--- config.mk ---
export PLATFORM = sky130hd
export DESIGN_NAME = mpeg_ps_packet_walker
export DESIGN_NICKNAME = d
export VERILOG_FILES = /design/src/design/mpw_pkg.sv /design/src/design/mpw_in_reg.sv /design/src/design/mpw_hdr_eval.sv /design/src/design/mpeg_ps_packet_walker.sv
export SDC_FILE = /design/constraint.sdc
export NUM_CORES = 1
export LEC_CHECK = 0
export BUFFER_PORTS_ARGS = -buffer_cell sky130_fd_sc_hd__buf_2
export CORE_ASPECT_RATIO = 0.8
export CORE_MARGIN = 10
export CORE_UTILIZATION = 58
export DETAILED_ROUTE_END_ITERATION = 8
export HOLD_SLACK_MARGIN = 0.12
export PLACE_DENSITY = 0.87
export RECOVER_POWER = 25
export SETUP_SLACK_MARGIN = 0.02
export SLEW_MARGIN = 20
export SYNTH_ARGS = -nofsm -noshare
export SYNTH_HDL_FRONTEND = slang
export SYNTH_SLANG_ARGS = --single-unit
--- constraint.sdc ---
create_clock -name aclk -period 5.04 [get_ports aclk]
set_input_delay 0.504 -clock aclk [delete_from_list [all_inputs] [get_ports aclk]]
set_output_delay 0.504 -clock aclk [all_outputs]
set_load 0.01 [all_outputs]
--- src/design/mpw_pkg.sv ---
// ---------------------------------------------------------------------------
// mpw_pkg
// Shared types and constants for the MPEG program stream packet walker.
// ---------------------------------------------------------------------------
`default_nettype none

package mpw_pkg;

    localparam int WINDOW_BYTES     = 14;
    localparam int OFFSET_BITS_DEF  = 32;
    localparam int LEN_BITS         = 17;
    localparam int FILL_BITS        = $clog2(WINDOW_BYTES + 1);

    // Start codes (fourth header byte)
    localparam logic [7:0] SC_PACK      = 8'hBA;
    localparam logic [7:0] SC_SEQ_HDR   = 8'hB3;
    localparam logic [7:0] SC_EXT       = 8'hB5;
    localparam logic [7:0] SC_GOP       = 8'hB8;
    localparam logic [7:0] SC_END       = 8'hB9;
    localparam logic [7:0] SC_SYSTEM    = 8'hBB;
    localparam logic [7:0] SC_PRIV1     = 8'hBD;
    localparam logic [7:0] SC_PADDING   = 8'hBE;
    localparam logic [7:0] SC_PRIV2     = 8'hBF;
    localparam logic [7:0] SC_PES_FIRST = 8'hC0;
    localparam logic [7:0] SC_PES_LAST  = 8'hEF;

    // Extension identifiers (upper nibble of the fifth byte)
    localparam logic [3:0] EXT_SEQUENCE = 4'h1;
    localparam logic [3:0] EXT_DISPLAY  = 4'h2;
    localparam logic [3:0] EXT_PICTURE  = 4'h4;

    // Fixed packet lengths
    localparam logic [LEN_BITS-1:0] LEN_PACK2_BASE = LEN_BITS'(14);
    localparam logic [LEN_BITS-1:0] LEN_PACK1      = LEN_BITS'(12);
    localparam logic [LEN_BITS-1:0] LEN_SEQ        = LEN_BITS'(12);
    localparam logic [LEN_BITS-1:0] LEN_SEQ_MATRIX = LEN_BITS'(12 + 64);
    localparam logic [LEN_BITS-1:0] LEN_SEQ_EXT    = LEN_BITS'(10);
    localparam logic [LEN_BITS-1:0] LEN_DISP_EXT   = LEN_BITS'(9);
    localparam logic [LEN_BITS-1:0] LEN_DISP_COLOR = LEN_BITS'(12);
    localparam logic [LEN_BITS-1:0] LEN_PIC_EXT    = LEN_BITS'(9);
    localparam logic [LEN_BITS-1:0] LEN_PIC_EXT_LG = LEN_BITS'(11);
    localparam logic [LEN_BITS-1:0] LEN_GOP        = LEN_BITS'(8);
    localparam logic [LEN_BITS-1:0] LEN_END        = LEN_BITS'(4);
    localparam logic [LEN_BITS-1:0] LEN_PES_BIAS   = LEN_BITS'(6);

    typedef enum logic [1:0] {
        STAT_COLLECT = 2'd0,
        STAT_ACCEPT  = 2'd1,
        STAT_INVALID = 2'd2,
        STAT_STOPPED = 2'd3
    } status_t;

    // Window, element 0 is the oldest byte
    typedef logic [WINDOW_BYTES-1:0][7:0] hdr_win_t;

    typedef struct packed {
        logic                stream_start;
        logic [7:0]          data_byte;
    } in_item_t;

    typedef struct packed {
        logic                ok;
        logic [LEN_BITS-1:0] len;
    } hdr_result_t;

endpackage

`default_nettype wire

--- src/design/mpw_in_reg.sv ---
// ---------------------------------------------------------------------------
// mpw_in_reg
// Input register: captures one stream byte per transfer and holds it until
// the walker consumes it.
// ---------------------------------------------------------------------------
`default_nettype none

module mpw_in_reg (
    input  wire logic              aclk,
    input  wire logic              aresetn,
    input  wire logic              s_valid,
    output logic                   s_ready,
    input  wire mpw_pkg::in_item_t s_item,
    input  wire logic              take,
    output logic                   item_valid,
    output mpw_pkg::in_item_t      item
);
    import mpw_pkg::*;

    logic     valid_reg, valid_next;
    in_item_t item_reg, item_next;

    assign s_ready    = !valid_reg || take;
    assign item_valid = valid_reg;
    assign item       = item_reg;

    always_comb begin
        valid_next = valid_reg;
        item_next  = item_reg;
        if (take) begin
            valid_next = 1'b0;
        end
        // load a new transfer
        if (s_valid && s_ready) begin
            valid_next = 1'b1;
            item_next  = s_item;
        end
    end

    always_ff @(posedge aclk) begin
        if (!aresetn) begin
            valid_reg <= 1'b0;
        end else begin
            valid_reg <= valid_next;
        end
        item_reg <= item_next;
    end

endmodule

`default_nettype wire

--- src/design/mpw_hdr_eval.sv ---
// ---------------------------------------------------------------------------
// mpw_hdr_eval
// Header classifier: checks prefix, start code and marker bits of a full
// window and returns the packet length.
// ---------------------------------------------------------------------------
`default_nettype none

module mpw_hdr_eval (
    input  wire mpw_pkg::hdr_win_t win,
    output mpw_pkg::hdr_result_t   res
);
    import mpw_pkg::*;

    logic [7:0]          code;
    logic                prefix_ok;
    logic [3:0]          ext_id;
    logic [LEN_BITS-1:0] len;
    logic [LEN_BITS-1:0] pes_len;

    assign code      = win[3];
    assign prefix_ok = (win[0] == 8'h00) && (win[1] == 8'h00) && (win[2] == 8'h01);
    assign ext_id    = win[4][7:4];
    assign pes_len   = LEN_BITS'({win[4], win[5]}) + LEN_PES_BIAS;

    always_comb begin
        len = '0;
        case (code)
            SC_PACK: begin
                if ((win[4] & 8'hC4) == 8'h44 && win[6][2] && win[8][2] &&
                    win[9][0] && (win[12][1:0] == 2'b11)) begin
                    len = LEN_PACK2_BASE + LEN_BITS'(win[13][2:0]);
                end else if ((win[4] & 8'hF1) == 8'h21 && win[6][0] && win[8][0] &&
                             win[9][7] && win[11][0]) begin
                    len = LEN_PACK1;
                end
            end
            SC_SEQ_HDR: begin
                if (win[10][5]) begin
                    len = (win[11][1:0] != 2'b00) ? LEN_SEQ_MATRIX : LEN_SEQ;
                end
            end
            SC_EXT: begin
                if (ext_id == EXT_SEQUENCE && win[7][0]) begin
                    len = LEN_SEQ_EXT;
                end else if (ext_id == EXT_DISPLAY && !win[4][0] && win[6][1]) begin
                    len = LEN_DISP_EXT;
                end else if (ext_id == EXT_DISPLAY && win[4][0] && win[9][1]) begin
                    len = LEN_DISP_COLOR;
                end else if (ext_id == EXT_PICTURE) begin
                    len = win[8][6] ? LEN_PIC_EXT_LG : LEN_PIC_EXT;
                end
            end
            SC_GOP: begin
                if (win[5][6]) begin
                    len = LEN_GOP;
                end
            end
            SC_END: begin
                len = LEN_END;
            end
            SC_SYSTEM, SC_PRIV1, SC_PADDING, SC_PRIV2: begin
                len = pes_len;
            end
            default: begin
                if (code >= SC_PES_FIRST && code <= SC_PES_LAST) begin
                    len = pes_len;
                end
            end
        endcase
        if (!prefix_ok) begin
            len = '0;
        end
    end

    assign res.len = len;
    assign res.ok  = (len != '0);

endmodule

`default_nettype wire

--- src/design/mpeg_ps_packet_walker.sv ---
// Path: an input transfer passes through the input register, then the result
//   register, before its result shows on the m_ side.
// Throughput: one byte per cycle while m_ready is high; the walk state (window, countdown, offset)
//   is updated by a single registered pass per byte.
// Reset: aresetn is synchronous, active low; it clears both valid flags and
//   all walk state. No clearing pass is needed. s_stream_start also clears the fill, countdown, stop flag and offset.
// ---------------------------------------------------------------------------
// mpeg_ps_packet_walker
// Walks an MPEG program or elementary stream byte by byte, classifies each
// packet header at its expected offset and tracks the next packet start.
// ---------------------------------------------------------------------------
`default_nettype none

module mpeg_ps_packet_walker #(
    parameter int OFFSET_BITS = mpw_pkg::OFFSET_BITS_DEF
) (
    input  wire logic         aclk,
    input  wire logic         aresetn,
    // byte stream in
    input  wire logic         s_valid,
    output logic              s_ready,
    input  wire logic [7:0]   s_data_byte,
    input  wire logic         s_stream_start,
    // one result per byte out
    output logic              m_valid,
    input  wire logic         m_ready,
    output logic [1:0]        m_status,
    output logic [16:0]       m_packet_length,
    output logic [7:0]        m_start_code,
    output logic [31:0]       m_next_packet_offset
);
    import mpw_pkg::*;

    // ------------------------------------------------------------------
    // Input register
    // ------------------------------------------------------------------
    in_item_t s_item;
    in_item_t item;
    logic     item_valid;
    logic     advance;

    assign s_item.stream_start = s_stream_start;
    assign s_item.data_byte    = s_data_byte;

    // Consume the held byte whenever the result register is free or drains.
    assign advance = item_valid && (!m_valid || m_ready);

    mpw_in_reg u_in_reg (
        .aclk       (aclk),
        .aresetn    (aresetn),
        .s_valid    (s_valid),
        .s_ready    (s_ready),
        .s_item     (s_item),
        .take       (advance),
        .item_valid (item_valid),
        .item       (item)
    );

    // ------------------------------------------------------------------
    // Walk state
    // ------------------------------------------------------------------
    hdr_win_t               win_reg, win_next;
    logic [FILL_BITS-1:0]   fill_reg, fill_next;
    logic [LEN_BITS-1:0]    btns_reg, btns_next;
    logic                   stop_reg, stop_next;
    logic [OFFSET_BITS-1:0] off_reg, off_next;

    // result register
    logic                   mval_reg, mval_next;
    status_t                stat_reg, stat_next;
    logic [LEN_BITS-1:0]    len_reg, len_next;
    logic [7:0]             code_reg, code_next;

    // state as seen by this byte (a stream start clears it first)
    logic [FILL_BITS-1:0]   eff_fill;
    logic [LEN_BITS-1:0]    eff_btns;
    logic                   eff_stop;
    logic [OFFSET_BITS-1:0] eff_off;
    logic                   was_full;
    hdr_win_t               win_shift;
    logic [LEN_BITS-1:0]    btns_dec;
    logic [FILL_BITS-1:0]   fill_upd;
    logic                   eval_now;
    hdr_result_t            hdr;
    logic [OFFSET_BITS:0]   off_sum;
    logic [OFFSET_BITS+31:0] off_ext;

    assign eff_fill = item.stream_start ? '0 : fill_reg;
    assign eff_btns = item.stream_start ? '0 : btns_reg;
    assign eff_stop = item.stream_start ? 1'b0 : stop_reg;
    assign eff_off  = item.stream_start ? '0 : off_reg;

    // Shift in at the young end unless stopped: once WINDOW_BYTES bytes have entered,
    // element 0 is the oldest, which is all the classifier ever sees.
    // Stale bytes left from an earlier stream are pushed out before use.
    assign win_shift = {item.data_byte, win_reg[WINDOW_BYTES-1:1]};
    assign was_full  = (eff_fill == FILL_BITS'(WINDOW_BYTES));
    assign fill_upd  = was_full ? eff_fill : eff_fill + FILL_BITS'(1);
    // count down toward the expected start only while the window slides
    assign btns_dec  = (was_full && eff_btns != '0) ? eff_btns - LEN_BITS'(1)
                                                    : eff_btns;
    assign eval_now  = (fill_upd == FILL_BITS'(WINDOW_BYTES)) && (btns_dec == '0);

    mpw_hdr_eval u_hdr_eval (
        .win (win_shift),
        .res (hdr)
    );

    // saturating offset advance
    assign off_sum = {1'b0, eff_off} + (OFFSET_BITS+1)'(hdr.len);
    assign off_ext = {32'b0, off_reg};

    always_comb begin
        win_next  = win_reg;
        fill_next = fill_reg;
        btns_next = btns_reg;
        stop_next = stop_reg;
        off_next  = off_reg;
        mval_next = mval_reg;
        stat_next = stat_reg;
        len_next  = len_reg;
        code_next = code_reg;

        if (m_valid && m_ready) begin
            mval_next = 1'b0;
        end

        if (advance) begin
            mval_next = 1'b1;
            stat_next = STAT_COLLECT;
            len_next  = '0;
            code_next = '0;
            fill_next = eff_fill;
            btns_next = eff_btns;
            stop_next = eff_stop;
            off_next  = eff_off;

            if (eff_stop) begin
                // hold the frozen window, report stopped
                stat_next = STAT_STOPPED;
            end else begin
                win_next  = win_shift;
                fill_next = fill_upd;
                btns_next = btns_dec;
                if (eval_now) begin
                    code_next = win_shift[3];
                    if (!hdr.ok) begin
                        // drop out until the next stream start
                        stat_next = STAT_INVALID;
                        stop_next = 1'b1;
                    end else begin
                        stat_next = STAT_ACCEPT;
                        len_next  = hdr.len;
                        btns_next = hdr.len;
                        off_next  = off_sum[OFFSET_BITS] ? '1 : off_sum[OFFSET_BITS-1:0];
                    end
                end
            end
        end
    end

    always_ff @(posedge aclk) begin
        if (!aresetn) begin
            fill_reg <= '0;
            btns_reg <= '0;
            stop_reg <= 1'b0;
            off_reg  <= '0;
            mval_reg <= 1'b0;
            win_reg  <= '0;
        end else begin
            fill_reg <= fill_next;
            btns_reg <= btns_next;
            stop_reg <= stop_next;
            off_reg  <= off_next;
            mval_reg <= mval_next;
            win_reg  <= win_next;
        end
        stat_reg <= stat_next;
        len_reg  <= len_next;
        code_reg <= code_next;
    end

    // ------------------------------------------------------------------
    // Result ports
    // ------------------------------------------------------------------
    assign m_valid              = mval_reg;
    assign m_status             = stat_reg;
    assign m_packet_length      = len_reg;
    assign m_start_code         = code_reg;
    assign m_next_packet_offset = off_ext[31:0];

endmodule

`default_nettype wire

==> impl_metrics.json <==
{
  "tns_ns": 0,
  "synth_nets": 1304,
  "worstSetupPathType": "flop to flop",
  "grt_antenna_before_repair": 0,
  "initial_utilization_pct": 58.7,
  "finalHoldViolations": 0,
  "maxCapViolCount": 0,
  "crit_path_start_kind": "flop",
  "largest_reg_flops": 104,
  "die_h_um": 138,
  "place_congestion": 1.02,
  "final_max_slew_viol_count": 0,
  "post_synth_num_cell_types": 74,
  "layout_setup_ws_ns": 0.313,
  "insertion_delay_ns": 0.44,
  "io-pin-count": 74,
  "outcome": "complete, no violations",
  "cp-end-kind": "flop",
  "clock-sinks": 196,
  "cts_tree": "yes",
  "clock-root-buffer": "clkbuf_16",
  "post-route-drc-count": 0,
  "hold_buffers": 0,
  "drive_gt1_share_pct": 7.26,
  "crit_required_ns": 5.35,
  "crit_arrival_ns": 5.04,
  "io_buffer_count": 73,
  "dieArea_um2": 23100,
  "syn_to_final_growth_pct": 9.90,
  "yosysWarnings": 0,
  "drt_wl_total_um": 27700,
  "viasPerCell": 6.16,
  "p_leak_nw": 3.88,
  "cts_setup_buffers": 0,
  "gr-total-overflow": 0,
  "antenna_left": 0,
  "worstMarginPinSlew_ns": 1.06,
  "async_flop_share_pct": 0,
  "ctsHtreeMaxLevel": 4,
  "syn_inst": 1267,
  "finClkSkew_ns": 0.0116,
  "netlist_area_um2": 10100,
  "p_per_area_nw_per_um2": 281,
  "hp-class": "input port to flop",
  "wire_per_inst_um": 18.0,
  "core_area_um2": 17200,
  "diodes": 0,
  "vias": 9444,
  "multiInputGateArea_um2": 5390,
  "hpwlAfterDp_um": 19300,
  "grt_use_total_pct": 23.0,
  "seq_area_um2": 4290,
  "rsz0062_at_grt": "no",
  "avgSynthCellArea_um2": 7.98,
  "setup_violations": 0,
  "relSlewSlack_pct": 29.6,
  "fmax_mhz": 212,
  "dr.pass1.iters": 5,
  "ys.flop_type": "dfxtp_1",
  "mostFrequentLayoutCell": "nand2_1",
  "hold_ws_ns": 0.231,
  "dpl_worst_slack_ns": 0.297,
  "dr.first_iter.drc_count": 1014,
  "nFillCells": 1519,
  "cts_buffer_depth": 2,
  "final_cell_mix": "265 x nand2_1, 166 x a21oi_1, 159 x dfxtp_1",
  "fp.dieW_um": 168,
  "path_max_fanout": 7,
  "peakVddDrop_v": 0.000218,
  "fin_crit_ns": 4.73,
  "grt_max_degree": 104,
  "synth-edff-count": 36,
  "ys_seq_elements": 196,
  "fin_crit_sh_pct": 93.8,
  "grt_pass1_vias": 8696,
  "cts_made_buffers": 17,
  "seq_area_frac_synth_pct": 42.4,
  "grt_pass1_wl_um": 45000,
  "clk_pin_slew_ns": 0.08,
  "placementRows": 43,
  "nets": 1332
}
[cells by family after synthesis]
family | after synthesis | synth area share [%]
xor+xnor | 34 | 2.95
fa+ha+maj | 24 | 3.05
buf+inv | 117 | 4.51
mux | 9 | 0.904
simple gates | 544 | 25.2
compound gates | 343 | 21.1
flops | 196 | 42.4
[layer usage]
| layer | wire (µm) | track usage [%] | vias to the layer above |
|---|---|---|---|
| met1 | 12100 | 31.5 | 4390 |
| met4 | 465 | 6.18 | 0 |
| li1 | - | - | 4539 |
| met3 | 3140 | 7.54 | 51 |
| met2 | 12000 | 34.0 | 464 |
| met5 | 0 | 0 | - |
[what timing repair did]
action / 4_1_cts / 5_1_grt
endpoints found under the hold margin: 0 / 0
endpoints found under the setup margin: 0 / 8
resized for setup: 0 / 2
[final cells by class]
cell class                      count  share of cell area (%)
Clock buffer                       18                    3.86
Clock inverter                     14                    1.28
Inverter                           31                    1.06
Multi-Input combinational cell    954                    48.5
Sequential cell                   196                    38.6
Tap cell                          225                    2.53
Timing Repair Buffer               95                    4.17
[per-stage QoR]
step                      power [mW]  cell area, µm²  cells  util (%)
after floorplan                 1.79           10100   1267         -
after global placement          1.84           10600   1501      61.6
after detailed placement        1.84           10600   1501      61.6
after CTS                       3.14           11200   1533      64.9
after global routing            3.22           11100   1533      64.5
final                           3.12           11100   1533      64.5
[cell usage after synthesis, types with 7 or more instances]
cell type    n  area [µm²]
nand2_1    265         995
a21o_1      25         188
and2_1       9        56.3
inv_1       30         113
clkbuf_1    74         278
dfxtp_1    160        3200
o2bb2ai_1    9        78.8
o21a_1      11        82.6
edfxtp_1    36        1080
xnor2_1     28         245
a211oi_1    12        90.1
and3_1      19         119
nor2_1      87         327
a31oi_1     14        87.6
nor4_1      20         125
nand2b_1     8        50.1
ha_1        23         288
nand4_1     13        81.3
o21ai_0     46         230
nor2b_1     23         144
a21oi_1    166         831
nand3_1     16        80.1
nor3_1      39         195
o211ai_1     7        52.6
mux2i_1      8        80.1
[power by group]
part / total (mW) / internal (mW) / switching (mW)
clock network: 1.32 / 0.658 / 0.661
logic: 0.174 / 0.0432 / 0.131
registers: 1.63 / 1.62 / 0.0163
[worst max-delay path, cell delays in order (launching register included)]
cell and delay [ns]:
edfxtp_1 0.40, inv_1 0.11, nand2_1 0.13, ha_1 0.30, or3b_2 0.50, nor2_1 0.13
xor2_1 0.08, or4b_2 0.64, a221oi_1 0.57, nand4_1 0.39, a2111oi_0 0.74, a311oi_1 0.19
a211oi_1 0.28, o22ai_1 0.13
[worst paths after layout]
check	to	depth (start not counted)	slack [ns]	startpoint
hold reg to reg	win_reg[58]	2	0.45	win_reg[66]
hold / removal	u_in_reg.item[0]	1	0.23	s_data_byte[0]
setup reg to reg	m_next_packet_offset[25]	13	0.31	u_in_reg.item[8]
setup / recovery	m_next_packet_offset[25]	13	0.31	u_in_reg.item[8]
(Power assumes the default switching activity.)
